===== config.mk =====
export PLATFORM = sky130hd
export DESIGN_NAME = rlsa_horizontal_smear
export DESIGN_NICKNAME = d
export VERILOG_FILES = /design/src/rtl/rlsa_pkg.sv /design/src/rtl/rlsa_horizontal_smear.sv /design/src/rtl/rlsa_run_queue.sv
export SDC_FILE = /design/constraint.sdc
export NUM_CORES = 1
export LEC_CHECK = 0
export ABC_AREA = 1
export BUFFER_PORTS_ARGS = -buffer_cell sky130_fd_sc_hd__buf_2
export CORE_ASPECT_RATIO = 0.9
export CORE_MARGIN = 8
export CORE_UTILIZATION = 50
export DETAILED_ROUTE_END_ITERATION = 10
export PLACE_DENSITY_LB_ADDON = 0.3
export SYNTH_ARGS = -nofsm -noshare
export SYNTH_HDL_FRONTEND = slang
export SYNTH_SLANG_ARGS = --single-unit

===== constraint.sdc =====
create_clock -name clock -period 6.7 [get_ports clock]
set_input_delay 0.335 -clock clock [delete_from_list [all_inputs] [get_ports clock]]
set_output_delay 0.335 -clock clock [all_outputs]
set_load 0.005 [all_outputs]

===== src/rtl/rlsa_pkg.sv =====
// Package for the horizontal run-length smear block.
// Holds the run beat type, register indexes and default widths.
// No dependencies.
package rlsa_pkg;

   // Pixel count and run length width
   localparam int LenW = 13;

   // Default largest row
   localparam int DefMaxWidth = 4096;

   // Result queue depth
   localparam int QueueDepth = 4;

   // Register reset values
   localparam logic [LenW-1:0] RowWidthReset = LenW'(640);
   localparam logic [LenW-1:0] GapThresholdReset = LenW'(64);

   // Register index codes
   localparam int CsrIdxW = 2;
   localparam logic [CsrIdxW-1:0] REG_ROW_WIDTH = 2'd0;
   localparam logic [CsrIdxW-1:0] REG_GAP_THRESHOLD = 2'd1;

   // One run beat
   typedef struct packed {
      logic            run_black;
      logic [LenW-1:0] run_length;
      logic            row_end;
      logic            last_of_item;
   } run_type;

endpackage


===== src/rtl/rlsa_horizontal_smear.sv =====
// Top level of the horizontal run-length smear: row state, run decisions
// and the configuration registers. Depends on rlsa_pkg and rlsa_run_queue.
//
//   channel  direction  handshake               payload
//   req      in         req_valid / req_ready   req_pixel_black
//   rsp      out        rsp_valid / rsp_ready   rsp_run_black, rsp_run_length,
//                                               rsp_row_end, rsp_last_of_item
//   csr      in         csr_wr_en               csr_index, csr_wdata
//
// A pixel is decided in the cycle it is accepted; its runs are registered in
// the four-entry run queue and leave on rsp one beat at a time. One pixel per
// cycle while req_ready is high; a pixel that yields two runs drains slower, since the queue has a single-beat output.
// Reset clears row state and the queue and loads the default registers.
// req_ready drops while the queue has room for fewer than two runs.
module rlsa_horizontal_smear
   import rlsa_pkg::*;
#(
   parameter int MAX_WIDTH = DefMaxWidth
)(
   input  logic                clock,
   input  logic                reset,
   input  logic                req_valid,
   output logic                req_ready,
   input  logic                req_pixel_black,
   output logic                rsp_valid,
   input  logic                rsp_ready,
   output logic                rsp_run_black,
   output logic [LenW-1:0]     rsp_run_length,
   output logic                rsp_row_end,
   output logic                rsp_last_of_item,
   input  logic                csr_wr_en,
   input  logic [CsrIdxW-1:0]  csr_index,
   input  logic [LenW-1:0]     csr_wdata
);

   localparam int ColW = $clog2(MAX_WIDTH);
   localparam int SumW = ((ColW > LenW) ? ColW : LenW) + 1;

   logic [LenW-1:0] row_width_ff, gap_threshold_ff;
   logic [ColW-1:0] column_ff, column_in;
   logic [LenW-1:0] pending_white_ff, pending_white_in;
   logic [LenW-1:0] fill_left_ff, fill_left_in;

   logic            accept;
   logic [SumW-1:0] w_eff;
   logic            last;
   logic            fill_ok;
   logic [LenW-1:0] turned;
   logic [LenW-1:0] held_plus;
   logic [1:0]      push_cnt;
   run_type         run0, run1, head;
   logic            room_two;

   assign accept = req_valid && req_ready;
   assign req_ready = room_two;

   // Write configuration registers
   always_ff @(posedge clock) begin
      if (reset) begin
         row_width_ff     <= RowWidthReset;
         gap_threshold_ff <= GapThresholdReset;
      end else if (csr_wr_en) begin
         unique case (csr_index)
            REG_ROW_WIDTH:     row_width_ff     <= csr_wdata;
            REG_GAP_THRESHOLD: gap_threshold_ff <= csr_wdata;
            default: ;
         endcase
      end
   end

   // Clamp width and test row position
   always_comb begin
      priority if (row_width_ff == '0) begin
         w_eff = SumW'(1);
      end else if (SumW'(row_width_ff) > SumW'(MAX_WIDTH)) begin
         w_eff = SumW'(MAX_WIDTH);
      end else begin
         w_eff = SumW'(row_width_ff);
      end
      last    = (SumW'(column_ff) + SumW'(1)) >= w_eff;
      fill_ok = (SumW'(column_ff) + SumW'(gap_threshold_ff)) < w_eff;
   end

   // Decide the runs for this pixel
   always_comb begin
      turned    = '0;
      held_plus = pending_white_ff + LenW'(1);
      if (gap_threshold_ff != '0) begin
         turned = (pending_white_ff < gap_threshold_ff - LenW'(1)) ?
                  pending_white_ff : gap_threshold_ff - LenW'(1);
      end

      push_cnt         = 2'd0;
      run0             = '0;
      run1             = '0;
      pending_white_in = pending_white_ff;
      fill_left_in     = fill_left_ff;

      priority if (fill_left_ff != '0) begin
         // forced black fill
         fill_left_in = fill_left_ff - LenW'(1);
         push_cnt     = 2'd1;
         run0         = '{run_black: 1'b1, run_length: LenW'(1), row_end: last,
                          last_of_item: 1'b1};
      end else if (!req_pixel_black) begin
         // hold white, flush at row end
         pending_white_in = held_plus;
         if (last) begin
            push_cnt = 2'd1;
            run0     = '{run_black: 1'b0, run_length: held_plus, row_end: 1'b1,
                         last_of_item: 1'b1};
         end
      end else begin
         // black: split held whites, start fill
         pending_white_in = '0;
         if (pending_white_ff > turned) begin
            push_cnt = 2'd2;
            run0     = '{run_black: 1'b0, run_length: pending_white_ff - turned,
                         row_end: 1'b0, last_of_item: 1'b0};
            run1     = '{run_black: 1'b1, run_length: turned + LenW'(1),
                         row_end: last, last_of_item: 1'b1};
         end else begin
            push_cnt = 2'd1;
            run0     = '{run_black: 1'b1, run_length: turned + LenW'(1),
                         row_end: last, last_of_item: 1'b1};
         end
         if (!last && fill_ok) begin
            fill_left_in = gap_threshold_ff;
         end
      end

      // row end drops all row state
      if (last) begin
         column_in        = '0;
         pending_white_in = '0;
         fill_left_in     = '0;
      end else begin
         column_in = column_ff + ColW'(1);
      end
   end

   // Update row state on an accepted beat
   always_ff @(posedge clock) begin
      if (reset) begin
         column_ff        <= '0;
         pending_white_ff <= '0;
         fill_left_ff     <= '0;
      end else if (accept) begin
         column_ff        <= column_in;
         pending_white_ff <= pending_white_in;
         fill_left_ff     <= fill_left_in;
      end
   end

   rlsa_run_queue u_queue (
      .clock     (clock),
      .reset     (reset),
      .push_cnt  (accept ? push_cnt : 2'd0),
      .push_run0 (run0),
      .push_run1 (run1),
      .room_two  (room_two),
      .pop_valid (rsp_valid),
      .pop_ready (rsp_ready),
      .pop_run   (head)
   );

   assign rsp_run_black    = head.run_black;
   assign rsp_run_length   = head.run_length;
   assign rsp_row_end      = head.row_end;
   assign rsp_last_of_item = head.last_of_item;

   // A fill never runs from the start of a row
   a_fill_mid_row : assert property (@(posedge clock) disable iff (reset)
      fill_left_ff != '0 |-> column_ff != '0)
      else $error("fill active at row start");

   // No whites are held during a fill
   a_fill_no_pending : assert property (@(posedge clock) disable iff (reset)
      fill_left_ff != '0 |-> pending_white_ff == '0)
      else $error("white pixels held during fill");

   // Held whites never exceed pixels seen in the row
   a_pending_bound : assert property (@(posedge clock) disable iff (reset)
      SumW'(pending_white_ff) <= SumW'(column_ff))
      else $error("held white count beyond column");

endmodule


===== src/rtl/rlsa_run_queue.sv =====
// Small result queue for the smear block: takes up to two runs a cycle,
// gives one run beat a cycle while pop_ready is high. Depends on rlsa_pkg.
module rlsa_run_queue
   import rlsa_pkg::*;
(
   input  logic         clock,
   input  logic         reset,
   input  logic [1:0]   push_cnt,
   input  run_type      push_run0,
   input  run_type      push_run1,
   output logic         room_two,
   output logic         pop_valid,
   input  logic         pop_ready,
   output run_type      pop_run
);

   localparam int PtrW = $clog2(QueueDepth);
   localparam int CntW = $clog2(QueueDepth + 1);

   run_type               mem_ff [QueueDepth];
   logic [PtrW-1:0]       wr_ptr_ff, wr_ptr_in;
   logic [PtrW-1:0]       rd_ptr_ff, rd_ptr_in;
   logic [CntW-1:0]       count_ff, count_in;
   logic                  pop;

   assign pop       = pop_valid && pop_ready;
   assign pop_valid = (count_ff != '0);
   assign pop_run   = mem_ff[rd_ptr_ff];
   assign room_two  = (count_ff <= CntW'(QueueDepth - 2));

   // Advance pointers and count
   always_comb begin
      wr_ptr_in = wr_ptr_ff + PtrW'(push_cnt);
      rd_ptr_in = rd_ptr_ff + PtrW'(pop);
      count_in  = count_ff + CntW'(push_cnt) - CntW'(pop);
   end

   always_ff @(posedge clock) begin
      if (reset) begin
         wr_ptr_ff <= '0;
         rd_ptr_ff <= '0;
         count_ff  <= '0;
      end else begin
         wr_ptr_ff <= wr_ptr_in;
         rd_ptr_ff <= rd_ptr_in;
         count_ff  <= count_in;
      end
   end

   // Store pushed runs
   always_ff @(posedge clock) begin
      if (push_cnt != 2'd0) begin
         mem_ff[wr_ptr_ff] <= push_run0;
      end
      if (push_cnt == 2'd2) begin
         mem_ff[wr_ptr_ff + PtrW'(1)] <= push_run1;
      end
   end

   // Never overfill
   a_no_overflow : assert property (@(posedge clock) disable iff (reset)
      push_cnt != 2'd0 |-> CntW'(count_ff - CntW'(pop)) <= CntW'(QueueDepth) - CntW'(push_cnt))
      else $error("run queue overflow");

   // Count tracks pushes and pops
   a_count_step : assert property (@(posedge clock) disable iff (reset)
      1'b1 |=> count_ff == $past(count_ff) + CntW'($past(push_cnt)) - CntW'($past(pop)))
      else $error("run queue count mismatch");

endmodule


==> key figures <==
Finish
  – Layout Cells excl Fill: 1674
  – Ratio of cells with drive above 1 in the final layout: 12.7%
  – Final nets: 1503
  – Area of the multi-input gates: 6240 um^2
  – Most frequent cells in the layout: nand2_1, nor2_1, inv_1, o21ai_0
  – Fill cells: 1886
  – Ant diodes: 0
  – FF+latch area: 3340 um^2
  – Final Cell Area: 11200 um^2
  – Area Growth Syn to Fin: 8.97%
  – Commonest non-fill, non-tap cell in the layout: nand2_1

Power and ir drop
  – Pint: 2840 uW
  – Switch share: 51.3%
  – Pwr Density: 520 nW/um^2
  – Max VDD drop: 0.000286 V
  – P_leak: 0.00514 uW
  – Clock Power Share: 16.0%
  – Gate power share: 63.6%
  – Psw: 2990 uW
  – Seq pwr share: 20.4%

Setup path
  – Largest stage delay on the critical path: 420 ps
  – Critical path required time: 6990 ps
  – Reg-to-reg startpoint: gap_threshold_ff[1]
  – R2r worst-path depth: 36
  – Crit-path slowest cell: a21oi_4
  – Critical-path maximum fanout: 18
  – Crit Path Category: reg2reg
  – FF-to-FF setup slack: 780 ps
  – CP endpoint kind: flop
  – CP Launch Type: flop
  – FF-to-FF End: u_queue.count_ff[1]
  – WP data arrival: 6210 ps
  – CP most frequent cell: inv_1

Clock tree
  – CTS root buffer: clkbuf_16
  – Clock tree sinks: 135
  – H-tree depth: 4
  – CTS buffer count: 17
  – Max clock buf depth: 2
  – Clock-pin slew on the worst setup and hold paths: 70 ps
  – # hold bufs at CTS: 0
  – Post-cts resize count: 0
  – CTS tree: yes
  – Clock Latency Late Sink: 430 ps
  – Setup Buffers After CTS: 0

Placement
  – Placed inst area: 10600 um^2
  – Placed insts: 1642
  – PortBufs: 38
  – Routability congestion estimate: 0.997
  – Post-DP HPWL: 21900 um
  – Pre-CTS setup slack: 859 ps

Floorplanning
  – DIE HEIGHT: 152 um
  – I/O pin cnt: 39
  – Row cnt: 49
  – Die Width: 167 um
  – Die area: 25400 um^2
  – Core area: 20100 um^2
  – Initial core utilization: 51.2%

Timing
  – Final setup viols: 0
  – Final worst-path cycle share: 88.4%
  – Unrepaired setup endpoints after global routing: false
  – Worst Hold Slack: 127 ps
  – Final Worst Setup Slack: 779 ps
  – Max-slew violation count: 0
  – TNS Setup: 0 ps
  – Final-report hold violation count: 0
  – Fmax: 0.169 GHz
  – Rel. slew slack: 38.6%
  – Final min period: 5920 ps
  – Clock skew: 11.2 ps
  – Worst-Margin Slew: 919 ps

Synth
  – Mapped Area: 10300 um^2
  – Post-synth EDFFs: 64
  – FFs w/ async S/R, synth: 0%
  – Netlist cell types: 59
  – Synthesized flop and latch total: 135
  – Syn Nets: 1483
  – Synthesized instance count: 1386
  – Synth Flop Type: dfxtp_1
  – Register area share after synthesis: 32.5%
  – Post-Syn Area per Cell: 7.43 um^2
  – Yosys warns: 0

Min path
  – WHS Endpoint: row_width_ff[7]
  – WHS Path Cells: 3
  – Hold_sp: csr_wdata[7]
  – Hold Path Class: in2reg

Route
  – Initial DRC Count: 810
  – DRC: 0
  – TritonRoute pass-1 iters: 5
  – Wire per inst: 17.0 um
  – ANT nets after route: 0
  – Avg Vias per Cell: 5.61
  – Total Wirelength: 28400 um
  – Routed vias: 9393

GRT
  – Pin count of the biggest net entering global routing: 45
  – Total grt overflow: 0
  – GRT Overall Usage: 21.8%
  – First-pass GRT wire length: 44900 um
  – Vias in the first global route: 8496
  – Antenna violations before repair: 0

Run status
  – Status: finished, final reports clean

Flow run
  – Max-cap violations: 0
==> cell usage after synthesis, types with 11 or more instances <==
cell type,count,area [um^2]
nand2_1,279,1050
xor2_1,47,412
xnor2_1,12,105
inv_1,116,435
nand3_2,21,210
nor2_1,194,728
nand3_1,89,445
ha_1,73,913
o21ai_0,96,480
nor2_2,17,106
buf_2,11,55.1
clkbuf_1,27,101
edfxtp_1,64,1920
nand4_1,12,75.1
o21ai_1,11,55.1
dfxtp_1,71,1420
mux2i_1,12,120
o22ai_1,17,106
inv_2,12,45.0
nand2_2,16,100
a21oi_1,89,445
==> layer usage <==
metal / track usage, % / up-vias / wire (um)
met5: 0 / - / 0
met3: 4.20 / 42 / 2280
met2: 31.7 / 360 / 11800
met1: 32.1 / 4293 / 13800
met4: 6.41 / 0 / 510
li1: - / 4698 / -
==> final cells by class <==
| type | instances | area share [%] |
|---|---|---|
| clock inverter | 14 | 1.41 |
| timing repair buffer | 44 | 2.10 |
| clock buffer | 18 | 3.83 |
| sequential | 135 | 29.8 |
| multi-input combinational | 1078 | 55.7 |
| inverter | 130 | 4.35 |
| tap | 255 | 2.84 |
==> worst max-delay path, delay by kind of cell, from the launching register on <==
| kind | cells | cell delay, ps |
|---|---|---|
| compound gates | 2 | 550 |
| fa+ha+maj | 6 | 1670 |
| buf+inv | 9 | 770 |
| flops | 1 | 360 |
| simple gates | 19 | 2400 |
==> state kept, by name (all words and copies together) (netlist names) <==
name	cells
u_queue.count_ff	3
u_queue.wr_ptr_ff	2
u_queue.mem_ff	64
row_width_ff	13
pending_white_ff	13
u_queue.rd_ptr_ff	2
column_ff	12
fill_left_ff	13
gap_threshold_ff	13
==> stage by stage <==
step	power, uW	utilization [%]
2_1_floorplan	3940	-
3_3_place_gp	4800	52.9
3_5_place_dp	4820	52.9
4_1_cts	5770	55.8
5_1_grt	6270	55.8
6_report	5830	55.8
==> worst max path at each step <==
stage,slack [ps],from,to,depth (start not counted)
2_1_floorplan,1570,gap_threshold_ff[1],u_queue.count_ff[1],36
3_3_place_gp,1010,gap_threshold_ff[1],u_queue.mem_ff[2][8],32
6_report,780,gap_threshold_ff[1],u_queue.count_ff[1],36
3_5_place_dp,860,gap_threshold_ff[1],u_queue.mem_ff[2][10],32
5_1_grt,300,gap_threshold_ff[1],u_queue.count_ff[1],36
4_1_cts,820,gap_threshold_ff[1],u_queue.count_ff[1],36
==> logic make-up (layout without fill, tap and decap cells) <==
family | count (synthesis) | after routing | synth area share [%]
multiplexers | 12 | 12 | 1.17
buffers and inverters | 173 | 206 | 6.86
XOR/XNOR | 60 | 60 | 5.18
adder cells (fa/ha/maj) | 76 | 76 | 9.46
AND/OR/NAND/NOR | 665 | 665 | 30.2
flip-flops | 135 | 135 | 32.5
AO/OA/AOI/OAI | 265 | 265 | 14.7
==> power by group through the flow <==
stage,Clock (uW),Sequential (uW),Combinational (uW)
after global placement,0,1200,3600
after detailed placement,0,1200,3620
after global routing,978,1200,4090
final,935,1190,3710
after floorplan,0,1150,2790
after CTS,943,1190,3640
Note: power is estimated with default switching activity, not from simulation.
